<file path="config.mk">
export PLATFORM = sky130hd
export DESIGN_NAME = iee_ctrl
export DESIGN_NICKNAME = d
export VERILOG_FILES = /design/src/iee_pkg.sv /design/src/iee_ctrl.sv
export SDC_FILE = /design/constraint.sdc
export NUM_CORES = 1
export LEC_CHECK = 0
export BUFFER_PORTS_ARGS = -buffer_cell sky130_fd_sc_hd__buf_2
export CAP_MARGIN = 20
export CORE_UTILIZATION = 30
export DETAILED_ROUTE_END_ITERATION = 7
export PLACE_DENSITY = 0.53
export SLEW_MARGIN = 20
export SYNTH_ARGS = -nofsm -noshare
export SYNTH_HDL_FRONTEND = slang
export SYNTH_SLANG_ARGS = --single-unit
</file>
<file path="constraint.sdc">
create_clock -name clk -period 6.1 [get_ports clk]
set_clock_uncertainty 0.2 [all_clocks]
set_input_delay 0.61 -clock clk [delete_from_list [all_inputs] [get_ports clk]]
set_output_delay 0.61 -clock clk [all_outputs]
set_load 0.005 [all_outputs]
</file>
<file path="src/iee_pkg.sv">
package iee_pkg;

  // ASCII codes of the accepted characters
  localparam logic [7:0] CH_PLUS  = 8'h2B;
  localparam logic [7:0] CH_MINUS = 8'h2D;
  localparam logic [7:0] CH_STAR  = 8'h2A;
  localparam logic [7:0] CH_SLASH = 8'h2F;
  localparam logic [7:0] CH_LPAR  = 8'h28;
  localparam logic [7:0] CH_RPAR  = 8'h29;
  localparam logic [7:0] CH_DOT   = 8'h2E;
  localparam logic [7:0] CH_ZERO  = 8'h30;
  localparam logic [7:0] CH_NINE  = 8'h39;

  localparam int SCALE_STEPS = 16;
  localparam int SCALE_KW    = $clog2(SCALE_STEPS);

  localparam logic [63:0] VAL_MAX = 64'h7FFF_FFFF_FFFF_FFFF;
  localparam logic [63:0] VAL_MIN = 64'h8000_0000_0000_0000;

  typedef enum logic [2:0] {
    OP_ADD   = 3'd0,
    OP_SUB   = 3'd1,
    OP_MUL   = 3'd2,
    OP_DIV   = 3'd3,
    OP_PAREN = 3'd4
  } op_t;

  typedef enum logic [2:0] {
    ERR_NONE      = 3'd0,
    ERR_DIV_ZERO  = 3'd1,
    ERR_OVERFLOW  = 3'd2,
    ERR_MALFORMED = 3'd3,
    ERR_SATURATED = 3'd4
  } err_t;

  typedef enum logic [2:0] {
    CC_DIGIT,
    CC_POINT,
    CC_OPEN,
    CC_CLOSE,
    CC_OP,
    CC_BAD
  } char_class_t;

  typedef enum logic [1:0] {
    PH_NONE = 2'd0,
    PH_INT  = 2'd1,
    PH_FRAC = 2'd2
  } phase_t;

  typedef struct packed {
    logic [7:0] char_in;
    logic       last_char;
  } item_t;

  typedef struct packed {
    logic signed [63:0] result_value;
    logic [2:0]         error_code;
  } result_t;

  typedef struct packed {
    logic accept;
    logic digit;
    logic point;
    logic finish_num;
    logic push_paren;
    logic push_op;
    logic op_pop;
    logic v_rd_second;
    logic cap_x2;
    logic cap_x1;
    logic alu_start;
    logic push_res;
    logic flag_malformed;
    logic out_load;
  } cmd_t;

  typedef struct packed {
    char_class_t cclass;
    logic        last;
    op_t         top_op;
    op_t         new_op;
    logic        otop_zero;
    logic        vtop_lt2;
    logic        vtop_one;
    logic        alu_done;
    logic        out_free;
  } status_t;

  function automatic char_class_t char_class(input logic [7:0] c);
    char_class_t r;
    unique case (c) inside
      [CH_ZERO:CH_NINE]:                     r = CC_DIGIT;
      CH_DOT:                                r = CC_POINT;
      CH_LPAR:                               r = CC_OPEN;
      CH_RPAR:                               r = CC_CLOSE;
      CH_PLUS, CH_MINUS, CH_STAR, CH_SLASH:  r = CC_OP;
      default:                               r = CC_BAD;
    endcase
    return r;
  endfunction

  function automatic op_t char_op(input logic [7:0] c);
    op_t r;
    unique case (c)
      CH_MINUS: r = OP_SUB;
      CH_STAR:  r = OP_MUL;
      CH_SLASH: r = OP_DIV;
      default:  r = OP_ADD;
    endcase
    return r;
  endfunction

  function automatic logic [1:0] prec(input op_t op);
    logic [1:0] r;
    unique case (op) inside
      OP_ADD, OP_SUB: r = 2'd1;
      OP_MUL, OP_DIV: r = 2'd2;
      default:        r = 2'd0;
    endcase
    return r;
  endfunction

  // keep the first hard error; saturation gives way to any hard error
  function automatic err_t flag_apply(input err_t cur, input err_t e);
    err_t r;
    r = cur;
    if (e != ERR_NONE) begin
      if (cur == ERR_NONE || (cur == ERR_SATURATED && e != ERR_SATURATED)) begin
        r = e;
      end
    end
    return r;
  endfunction

  // {saturated, signed value} from a magnitude and a sign
  function automatic logic [64:0] from_mag(input logic [63:0] m, input logic neg);
    logic [63:0] lim;
    logic [63:0] v;
    logic        sat;
    lim = neg ? VAL_MIN : VAL_MAX;
    sat = m > lim;
    v   = sat ? lim : m;
    return {sat, (neg ? 64'(64'd0 - v) : v)};
  endfunction

  // fraction digit weights: one tenth, then (s + 5) / 10 per digit
  function automatic logic [SCALE_STEPS*64-1:0] scale_table(input int frac_bits);
    logic [63:0]               s;
    logic [SCALE_STEPS*64-1:0] t;
    s = ((64'd1 << frac_bits) + 64'd5) / 64'd10;
    t = '0;
    for (int i = 0; i < SCALE_STEPS; i++) begin
      t[i*64 +: 64] = s;
      s = (s + 64'd5) / 64'd10;
    end
    return t;
  endfunction

endpackage

</file>
<file path="src/iee_ctrl.sv">
module iee_ctrl (
  input  logic              clk,
  input  logic              rst,
  input  logic              item_valid,
  output logic              item_stall,
  input  iee_pkg::status_t  status,
  output iee_pkg::cmd_t     cmd
);

  typedef enum logic [11:0] {
    S_IDLE     = 12'b0000_0000_0001,
    S_DECODE   = 12'b0000_0000_0010,
    S_LAST     = 12'b0000_0000_0100,
    S_OPS_RD   = 12'b0000_0000_1000,
    S_OPS_CHK  = 12'b0000_0001_0000,
    S_RED_RD   = 12'b0000_0010_0000,
    S_RED_X2   = 12'b0000_0100_0000,
    S_RED_X1   = 12'b0000_1000_0000,
    S_EXEC     = 12'b0001_0000_0000,
    S_WAIT     = 12'b0010_0000_0000,
    S_FINAL    = 12'b0100_0000_0000,
    S_FIN_WAIT = 12'b1000_0000_0000
  } state_t;

  typedef enum logic [1:0] {
    MODE_CLOSE,
    MODE_OP,
    MODE_DRAIN
  } mode_t;

  state_t state;
  state_t state_next;
  mode_t  mode;
  mode_t  mode_next;
  logic   stop_op;

  assign item_stall = state != S_IDLE;
  assign stop_op    = status.top_op == iee_pkg::OP_PAREN ||
                      iee_pkg::prec(status.top_op) < iee_pkg::prec(status.new_op);

  always_comb begin
    state_next = state;
    mode_next  = mode;
    cmd        = '0;
    unique case (state)
      S_IDLE: begin
        if (item_valid) begin
          cmd.accept = 1'b1;
          state_next = S_DECODE;
        end
      end
      S_DECODE: begin
        state_next = S_LAST;
        case (status.cclass)
          iee_pkg::CC_DIGIT: cmd.digit = 1'b1;
          iee_pkg::CC_POINT: cmd.point = 1'b1;
          iee_pkg::CC_OPEN: begin
            cmd.finish_num = 1'b1;
            cmd.push_paren = 1'b1;
          end
          iee_pkg::CC_CLOSE: begin
            cmd.finish_num = 1'b1;
            mode_next      = MODE_CLOSE;
            state_next     = S_OPS_RD;
          end
          iee_pkg::CC_OP: begin
            cmd.finish_num = 1'b1;
            mode_next      = MODE_OP;
            state_next     = S_OPS_RD;
          end
          default: cmd.flag_malformed = 1'b1;
        endcase
      end
      S_LAST: begin
        if (status.last) begin
          cmd.finish_num = 1'b1;
          mode_next      = MODE_DRAIN;
          state_next     = S_OPS_RD;
        end else begin
          state_next = S_IDLE;
        end
      end
      S_OPS_RD: begin
        if (status.otop_zero) begin
          case (mode)
            MODE_CLOSE: begin
              cmd.flag_malformed = 1'b1;
              state_next         = S_LAST;
            end
            MODE_OP: begin
              cmd.push_op = 1'b1;
              state_next  = S_LAST;
            end
            default: state_next = S_FINAL;
          endcase
        end else begin
          state_next = S_OPS_CHK;
        end
      end
      S_OPS_CHK: begin
        case (mode)
          MODE_CLOSE: begin
            cmd.op_pop = 1'b1;
            state_next = (status.top_op == iee_pkg::OP_PAREN) ? S_LAST : S_RED_RD;
          end
          MODE_OP: begin
            if (stop_op) begin
              cmd.push_op = 1'b1;
              state_next  = S_LAST;
            end else begin
              cmd.op_pop = 1'b1;
              state_next = S_RED_RD;
            end
          end
          default: begin
            cmd.op_pop = 1'b1;
            if (status.top_op == iee_pkg::OP_PAREN) begin
              cmd.flag_malformed = 1'b1;
              state_next         = S_OPS_RD;
            end else begin
              state_next = S_RED_RD;
            end
          end
        endcase
      end
      S_RED_RD: begin
        if (status.vtop_lt2) begin
          cmd.flag_malformed = 1'b1;
          state_next         = S_OPS_RD;
        end else begin
          state_next = S_RED_X2;
        end
      end
      S_RED_X2: begin
        cmd.cap_x2      = 1'b1;
        cmd.v_rd_second = 1'b1;
        state_next      = S_RED_X1;
      end
      S_RED_X1: begin
        cmd.cap_x1 = 1'b1;
        state_next = S_EXEC;
      end
      S_EXEC: begin
        cmd.alu_start = 1'b1;
        state_next    = S_WAIT;
      end
      S_WAIT: begin
        if (status.alu_done) begin
          cmd.push_res = 1'b1;
          state_next   = S_OPS_RD;
        end
      end
      S_FINAL: begin
        cmd.flag_malformed = !status.vtop_one;
        state_next         = S_FIN_WAIT;
      end
      S_FIN_WAIT: begin
        if (status.out_free) begin
          cmd.out_load = 1'b1;
          state_next   = S_IDLE;
        end
      end
      default: state_next = S_IDLE;
    endcase
  end

  always_ff @(posedge clk) begin
    if (rst) begin
      state <= S_IDLE;
      mode  <= MODE_DRAIN;
    end else begin
      state <= state_next;
      mode  <= mode_next;
    end
  end

endmodule

</file>
==> results of run 1 <==
-- cells in the mapped netlist, drive strengths merged, types with 3 or more instances --
| cell type | instances | area (sq um) |
|---|---|---|
| dfxtp | 14 | 280 |
| a21oi | 7 | 35.0 |
| nand3 | 3 | 15.0 |
| nor3 | 9 | 56.3 |
| nor2b | 6 | 37.5 |
| inv | 5 | 18.8 |
| nand2 | 10 | 40.0 |
| nor4 | 4 | 40.0 |
| a31oi | 4 | 25.0 |
| nand4 | 3 | 18.8 |
| or4 | 3 | 22.5 |
| nor2 | 18 | 67.6 |
| o21ai | 4 | 20.0 |
| nor4b | 3 | 41.3 |
| nand2b | 11 | 68.8 |
-- sequential cells by signal, summed over array words and instances, names as in the netlist --
signal  flops
state      12
mode        2
-- layer usage --
metal  wire length (um)  share of wire [%]
met1               1280                 48
met2               1270                 47
met3                 89                3.3
met4                 30                1.1
met5                  0                  0
-- per-stage QoR --
| stage | worst slack, ps | hold WS (ps) | std cells | total power, uW | cell area (sq um) |
|---|---|---|---|---|---|
| 4_1_cts | 2960 | 297 | 209 | 221 | 1240 |
| 2_1_floorplan | 3520 | 283 | 135 | 144 | 1030 |
| 3_5_place_dp | 3280 | 327 | 206 | 166 | 1220 |
| 3_3_place_gp | 3290 | 311 | 206 | 165 | 1220 |
| 5_1_grt | 2780 | 302 | 209 | 233 | 1240 |
| 6_report | 2970 | 309 | 209 | 218 | 1240 |
-- report_power, final --
part | switching (uW) | total, uW | internal, uW | leakage, uW
Clock | 30.6 | 53.5 | 22.9 | 0.0000138
Sequential | 4.45 | 99.4 | 95.0 | 0.000113
Combinational | 39.0 | 64.9 | 25.9 | 0.000381
Total | 74.0 | 218 | 144 | 0.000508
-- path summary, 6_finish.rpt --
path / from / endpoint / slack [ps] / depth (start not counted)
setup / recovery: state[4]$_SDFFE_PP0P_ / cmd[10] / 2970 / 6
hold / removal: status[3] / state[6]$_SDFFE_PP0P_ / 310 / 2
setup reg to reg: state[0]$_SDFFE_PP1P_ / state[0]$_SDFFE_PP1P_ / 3800 / 5
hold reg to reg: state[7]$_SDFFE_PP0P_ / state[8]$_SDFFE_PP0P_ / 340 / 2
-- area by class of cell --
class / count / area (sq um) / share of cell area [%]
Clock buffer: 3 / 22.5 / 1.81
Timing Repair Buffer: 31 / 155 / 12.5
Inverter: 5 / 18.8 / 1.51
Tap cell: 44 / 55.1 / 4.44
Multi-Input combinational cell: 112 / 709 / 57.2
Sequential cell: 14 / 280 / 22.6
-- cell families (layout without fill, tap and decap cells) --
logic type / Yosys count / after routing / share of synthesized area (%)
compound gates: 29 / 29 / 19.2
fa+ha+maj: 1 / 1 / 1.22
buf+inv: 9 / 39 / 3.77
flops: 14 / 14 / 27.3
mux: 1 / 1 / 0.973
simple gates: 81 / 81 / 47.6
==> flow_summary.json, run 1 <==
{
  "grt_start_max_net_pins": 15,
  "die_area_sq_mm": 0.00367,
  "cts.repair_timing.setup_buffer_count": 0,
  "tritoncts": "built",
  "syn_area_sq_mm": 0.00103,
  "num_io_pins": 33,
  "final_layout_size_suffix_gt1_share_pct": 24.8,
  "global_route.overflow_total": 0,
  "postSynthNetCount": 154,
  "crit_type": "register to output pin",
  "hpwl_um": 2110,
  "cp_max_fo": 6,
  "synthToLayoutAreaGrowth_pct": 20.7,
  "antenna_cells": 0,
  "cts_max_level": 1,
  "syn-mean-instance-area_sq_um": 7.62,
  "tritoncts_sinks": 14,
  "class_of_the_most_critical_hold_timing_path": "primary input to register",
  "worst_ir_drop_vdd_mv": 0.0690,
  "antenna_violating_nets_post_route": 0,
  "cts_made_buffers": 3,
  "utilization_after_layout_pct": 39.4,
  "fin_nets": 186,
  "dieHeight_um": 60.6,
  "clock_latency_ps": 280,
  "finalCritPeriodShare_pct": 51.2,
  "worstMarginPinSlew_ps": 549,
  "post_synth_num_cell_types": 43,
  "count_of_buffers_inserted_at_the_top_level_ports": 31,
  "clock-root-buffer": "sky130_fd_sc_hd__clkbuf_4",
  "setup_violations": 0,
  "synth-main-ff-cell": "sky130_fd_sc_hd__dfxtp_1",
  "grt_usage_pct": 16.2,
  "synth_seq_cells": 14,
  "p_leak_uw": 0.000508,
  "synthesis_warning_total": 0,
  "number_of_antenna_violations_at_the_first_check_in_global_routing": 0,
  "setup_repair_after_global_routing_missed_its_margin": "no",
  "layout_common_cells": "sky130_fd_sc_hd__buf_2 (31), sky130_fd_sc_hd__nor2_1 (18), sky130_fd_sc_hd__dfxtp_1 (14)",
  "worst_slew_margin_rel_pct": 62.4,
  "synth_async_sr_flop_share_pct": 0,
  "core_area_sq_mm": 0.00315,
  "gr-max-usage-layer": "met2",
  "worst_path_max_delay_cell": "sky130_fd_sc_hd__or4_1",
  "grtUsageMet3_pct": 1.71,
  "worst_case_clock_buffer_depth": 2,
  "place_congestion": 0.852,
  "global_route_wire_length_before_repair_um": 4400,
  "vias_per_cell": 5.33,
  "count_of_pins_over_their_slew_limit": 0,
  "crit_buf_inv": 1,
  "route.detailed.wl_per_inst_um": 12.7,
  "floorplan.initialDensity_pct": 32.6,
  "edff_count_synth": 0,
  "grt_util_met1_pct": 21.9,
  "worst_setup_hold_path_clk_slew_ps": 80,
  "postCtsResizedCells": 0,
  "fillCellCount": 363,
  "worst_ep_arrival_time_ps": 2320,
  "status": "completed",
  "drt-total-wl_um": 2660,
  "critical_path.top_delay_family": "simple AND/OR/NAND/NOR gates",
  "cpPeakStageDelay_ps": 700,
  "layout.cells.most_common": "sky130_fd_sc_hd__buf_2",
  "timing.critical_path.cells": "or4_1, nor3_4, nand2_2, nor4b_4, nand2b_1, buf_2",
  "max-cap-violations": 0,
  "final.min_clock_period_ps": 3130,
  "fp-row-count": 20,
  "route.detailed.drc": 0,
  "power_per_cell_area_mw_per_mm2": 175,
  "fmax_ghz": 0.320,
  "drtIter0Drc": 38,
  "vias": 1113,
  "die_x_um": 60.6,
  "endpoint_kind": "output pin",
  "crit_path_start_kind": "register",
  "synth-seq-area-share_pct": 27.3,
  "report.final.hold_viol_count": 0,
  "grt_pass1_vias": 983,
  "grt.met2_usage_pct": 25.9,
  "firstDrtPassIters": 4,
  "worstPathRequired_ps": 5290,
  "setup_total_negative_slack_ps": 0,
  "syn_inst_count": 135,
  "hold_buffers": 0
}
Power figures use the tool's default switching activity.
==> run 2, diff against run 1 <==
==> constraint.sdc (replaced) <==
create_clock -name clk -period 3.1 [get_ports clk]
set_clock_uncertainty 0.2 [all_clocks]
set_input_delay 0.31 -clock clk [delete_from_list [all_inputs] [get_ports clk]]
set_output_delay 0.31 -clock clk [all_outputs]
set_load 0.005 [all_outputs]
==> run 2 against run 1 <==
Clock-buffer cell count rose by 1. Final area rose by 1.9%. Highest routed layer unchanged. Largest power group unchanged. Largest cell class unchanged. Die area did not move. Via count rose by 0.54%. Sequential power rose by 97%. Utilization rose by 0.75 points. Critical path depth did not move. Critical path type unchanged. Clock power rose to 2.6 times the previous value. Setup slack got worse by 2700 ps.
==> flow_summary.json, run 2 (synthesized netlist as in run 1, its figures left out) <==
{
  "floorplan.initialDensity_pct": 32.6,
  "endpoint_kind": "output pin",
  "worst_ir_drop_vdd_mv": 0.108,
  "worst_case_clock_buffer_depth": 2,
  "final.min_clock_period_ps": 2840,
  "worst_path_max_delay_cell": "sky130_fd_sc_hd__or4_1",
  "status": "completed",
  "firstDrtPassIters": 4,
  "vias": 1119,
  "class_of_the_most_critical_hold_timing_path": "primary input to register",
  "setup_total_negative_slack_ps": 0,
  "seqCellArea_sq_um": 280,
  "grt_pass1_vias": 953,
  "antenna_cells": 0,
  "fmax_ghz": 0.353,
  "largest_register_ff_count": 12,
  "fillCellCount": 363,
  "report.final.hold_viol_count": 0,
  "fin_nets": 187,
  "place_congestion": 0.852,
  "crit_buf_inv": 1,
  "cts_made_buffers": 3,
  "p_leak_uw": 0.000519,
  "layout_common_cells": "sky130_fd_sc_hd__buf_2 (31), sky130_fd_sc_hd__nor2_1 (18), sky130_fd_sc_hd__dfxtp_1 (14)",
  "worstPathRequired_ps": 2590,
  "max-cap-violations": 0,
  "setup_violations": 0,
  "setup_repair_after_global_routing_missed_its_margin": "no",
  "finalNonFillerCells": 211,
  "crit_type": "register to output pin",
  "grt_start_max_net_pins": 15,
  "count_of_pins_over_their_slew_limit": 0,
  "placed_cell_area_sq_mm": 0.00122,
  "tritoncts_sinks": 14,
  "worst_slew_margin_rel_pct": 60.3,
  "global_route_wire_length_before_repair_um": 4120,
  "largestRegisters": "state: 12 flops, mode: 2 flops",
  "timing.critical_path.cells": "or4_1, nor3_4, nand2_2, nor4b_4, nand2b_1, buf_2",
  "antenna_violating_nets_post_route": 0,
  "cp_max_fo": 6,
  "global_route.overflow_total": 0,
  "drtIter0Drc": 27,
  "worst_setup_hold_path_clk_slew_ps": 90,
  "crit_path_start_kind": "register",
  "largest_register": "state",
  "critical_path.top_delay_family": "simple AND/OR/NAND/NOR gates",
  "tritoncts": "built",
  "worst_ep_arrival_time_ps": 2330,
  "drt-total-wl_um": 2630,
  "route.detailed.wl_per_inst_um": 12.5,
  "final_area_sq_mm": 0.00126,
  "hpwl_um": 2090,
  "die_x_um": 60.6,
  "dieHeight_um": 60.6,
  "cts_max_level": 1,
  "cpPeakStageDelay_ps": 700,
  "clock_latency_ps": 290,
  "die_area_sq_mm": 0.00367,
  "count_of_buffers_inserted_at_the_top_level_ports": 31,
  "cts.repair_timing.setup_buffer_count": 0,
  "number_of_antenna_violations_at_the_first_check_in_global_routing": 0,
  "core_area_sq_mm": 0.00315,
  "clock-root-buffer": "sky130_fd_sc_hd__clkbuf_4",
  "layout.cells.most_common": "sky130_fd_sc_hd__buf_2",
  "worst_setup_path_startpoint": "state[4]$_SDFFE_PP0P_",
  "synthToLayoutAreaGrowth_pct": 23.0,
  "vias_per_cell": 5.30,
  "fp-row-count": 20,
  "grt_usage_pct": 15.3,
  "r2r_start": "state[0]$_SDFFE_PP1P_",
  "power_per_cell_area_mw_per_mm2": 366,
  "finalCritPeriodShare_pct": 91.5,
  "worstMarginPinSlew_ps": 581,
  "route.detailed.drc": 0,
  "postCtsResizedCells": 0,
  "min-delay-start": "status[4]",
  "num_io_pins": 33,
  "multi_input_comb_area_sq_um": 709,
  "utilization_after_layout_pct": 40.1,
  "final_layout_size_suffix_gt1_share_pct": 25.1,
  "placed_cells": 206
}
## run 2: worst reg2reg max path: cells and delay by family (launching register included)
kind	cells	cell delay, ps
flops	1	350
compound gates	2	740
simple gates	3	940
## run 2: final timing paths
path / to / slack [ps] / depth (start not counted)
hold reg to reg: state[7]$_SDFFE_PP0P_ / 340 / 2
setup reg to reg: state[0]$_SDFFE_PP1P_ / 780 / 5
hold / removal: state[4]$_SDFFE_PP0P_ / 10 / 2
setup / recovery: cmd[10] / 260 / 6
## run 2: where the power goes
part / internal, uW / switching, uW / total, uW
clock: 71.4 / 67.2 / 139
sequential: 187 / 8.65 / 196
combinational: 51.7 / 76.5 / 128
total: 310 / 152 / 462
## run 2: what timing repair did
item                                    CTS  global route
hold endpoints to repair                  1             0
hold buffers                              1             0
endpoints found under the setup margin    0             0
## run 2: cell type report
type	instances	share of cell area, %
flip-flops and latches	14	22.2
well taps	44	4.35
repair buffers	32	13.1
clock buffers	4	2.87
multi-input cells	112	56.1
inverters	5	1.48
## run 2: metal layers
| layer | GRT usage, % | wire length, um |
|---|---|---|
| met1 | 20.8 | 1340 |
| met2 | 25.0 | 1190 |
| met3 | 1.92 | 77 |
| met4 | 5.84 | 27 |
| met5 | 0 | 0 |
## run 2: metrics by stage
| step | setup WS (ps) | hold slack [ps] | power (uW) |
|---|---|---|---|
| CTS | 246 | 10.1 | 465 |
| floorplan | 821 | 186 | 283 |
| finish | 264 | 12.6 | 462 |
| global placement | 590 | 299 | 324 |
| global route | 128 | 7.25 | 492 |
| detailed placement | 567 | 304 | 327 |
==> run 3, diff against run 2 <==
--- a/config.mk
+++ b/config.mk
@@ -10,6 +10,7 @@
 export CORE_UTILIZATION = 30
 export DETAILED_ROUTE_END_ITERATION = 7
 export PLACE_DENSITY = 0.53
+export RECOVER_POWER = 25
 export SLEW_MARGIN = 20
 export SYNTH_ARGS = -nofsm -noshare
 export SYNTH_HDL_FRONTEND = slang
==> run 3 against run 2 <==
First-iteration DRC count shrank 3.7%. Clock power is essentially flat. Setup slack lost 2.7 ps. Critical path depth is the same. Critical path type unchanged. Non-clock buffer count is the same. Largest power group unchanged. Utilization is the same. Register-to-register slack is essentially flat. Final area is the same.
==> flow_summary.json, run 3 (synthesized netlist as in run 1, its figures left out) <==
{
  "seqCellArea_sq_um": 280,
  "fin_nets": 187,
  "route.detailed.wl_per_inst_um": 12.5,
  "multi_input_comb_area_sq_um": 709,
  "setup_total_negative_slack_ps": 0,
  "cts_max_level": 1,
  "hold_buffers": 1,
  "power_per_cell_area_mw_per_mm2": 365,
  "class_of_the_most_critical_hold_timing_path": "primary input to register",
  "p_leak_uw": 0.000519,
  "worstPathRequired_ps": 2590,
  "layout_common_cells": "sky130_fd_sc_hd__buf_2 (31), sky130_fd_sc_hd__nor2_1 (18), sky130_fd_sc_hd__dfxtp_1 (14)",
  "cts_made_buffers": 3,
  "place_congestion": 0.852,
  "largest_register_ff_count": 12,
  "vias": 1111,
  "die_x_um": 60.6,
  "switching_share_pct": 33.0,
  "worstMarginPinSlew_ps": 581,
  "fp-row-count": 20,
  "clock_latency_ps": 290,
  "die_area_sq_mm": 0.00367,
  "global_route.overflow_total": 0,
  "cts.repair_timing.setup_buffer_count": 0,
  "count_of_pins_over_their_slew_limit": 0,
  "route.detailed.drc": 0,
  "endpoint_kind": "output pin",
  "finalCritPeriodShare_pct": 91.6,
  "tritoncts": "built",
  "drt-total-wl_um": 2630,
  "setup_violations": 0,
  "fmax_ghz": 0.352,
  "final.min_clock_period_ps": 2840,
  "num_io_pins": 33,
  "antenna_cells": 0,
  "worst_setup_hold_path_clk_slew_ps": 90,
  "largestRegisters": "state: 12 flops, mode: 2 flops",
  "min-delay-start": "status[4]",
  "cp_max_fo": 6,
  "clock-root-buffer": "sky130_fd_sc_hd__clkbuf_4",
  "core_area_sq_mm": 0.00315,
  "vias_per_cell": 5.27,
  "floorplan.initialDensity_pct": 32.6,
  "worst_setup_path_startpoint": "state[4]$_SDFFE_PP0P_",
  "report.final.hold_viol_count": 0,
  "drtIter0Drc": 26,
  "layout.cells.most_common": "sky130_fd_sc_hd__buf_2",
  "max-cap-violations": 0,
  "dieHeight_um": 60.6,
  "antenna_violating_nets_post_route": 0,
  "hpwl_um": 2090,
  "worst_ir_drop_vdd_mv": 0.108,
  "grt_usage_pct": 15.3,
  "fillCellCount": 363,
  "number_of_antenna_violations_at_the_first_check_in_global_routing": 0,
  "tritoncts_sinks": 14,
  "hold_slack_ps": 12.6,
  "worst_ep_arrival_time_ps": 2330,
  "r2r_start": "state[0]$_SDFFE_PP1P_",
  "grt_start_max_net_pins": 15,
  "worst_slew_margin_rel_pct": 60.3,
  "largest_register": "state",
  "final_layout_size_suffix_gt1_share_pct": 25.1,
  "setup_repair_after_global_routing_missed_its_margin": "no",
  "worst_case_clock_buffer_depth": 2,
  "postCtsResizedCells": 0,
  "crit_type": "register to output pin",
  "firstDrtPassIters": 4,
  "power_report.internal_total_uw": 310,
  "share_comb_of_total_power_pct": 27.7,
  "count_of_buffers_inserted_at_the_top_level_ports": 31,
  "global_route_wire_length_before_repair_um": 4120,
  "seq_power_share_pct": 42.3,
  "grt_pass1_vias": 953,
  "share_clk_of_total_power_pct": 30.0,
  "status": "completed",
  "netsw_uw": 152,
  "crit_path_start_kind": "register",
  "synthToLayoutAreaGrowth_pct": 23.0
}
run 3: worst max-delay path, cell delays in order, from the launching register on:
cell                       delay (ps)
sky130_fd_sc_hd__dfxtp_1          350
sky130_fd_sc_hd__or4_1            700
sky130_fd_sc_hd__nor3_4           350
sky130_fd_sc_hd__nand2_2          150
sky130_fd_sc_hd__nor4b_4          270
sky130_fd_sc_hd__nand2b_1         130
sky130_fd_sc_hd__buf_2            110
run 3: worst paths after layout:
path | slack, ps | cells after the start | end
max | 260 | 6 | cmd[10]
min | 10 | 2 | state[4]$_SDFFE_PP0P_
max reg2reg | 780 | 5 | state[0]$_SDFFE_PP1P_
min reg2reg | 340 | 2 | state[7]$_SDFFE_PP0P_
run 3: area by class of cell:
type | instances | share of cell area [%]
inverters | 5 | 1.48
flip-flops and latches | 14 | 22.2
multi-input cells | 112 | 56.1
clock buffers | 4 | 2.87
well taps | 44 | 4.35
repair buffers | 32 | 13.1
run 3: through the flow:
step,setup WS [ps],area (sq um),power (uW),std cells,util (%)
finish,261,1260,462,211,40.1
detailed placement,567,1220,327,206,38.7
global route,128,1260,492,211,40.1
CTS,246,1260,465,211,40.1
floorplan,821,1030,283,135,-
global placement,590,1220,324,206,38.7
run 3: layer usage:
metal | GRT usage, % | vias to the layer above | routed length (um)
li1 | - | 571 | -
met1 | 20.8 | 515 | 1340
met2 | 25.0 | 23 | 1190
met3 | 1.92 | 2 | 71
met4 | 5.84 | 0 | 27
met5 | 0 | - | 0
run 3: power by group through the flow:
stage               clock network, uW  logic [uW]  registers [uW]
floorplan                           0        85.9             197
CTS                               141         129             195
global route                      151         143             197
finish                            139         128             196
detailed placement                  0         127             199
global placement                    0         125             200
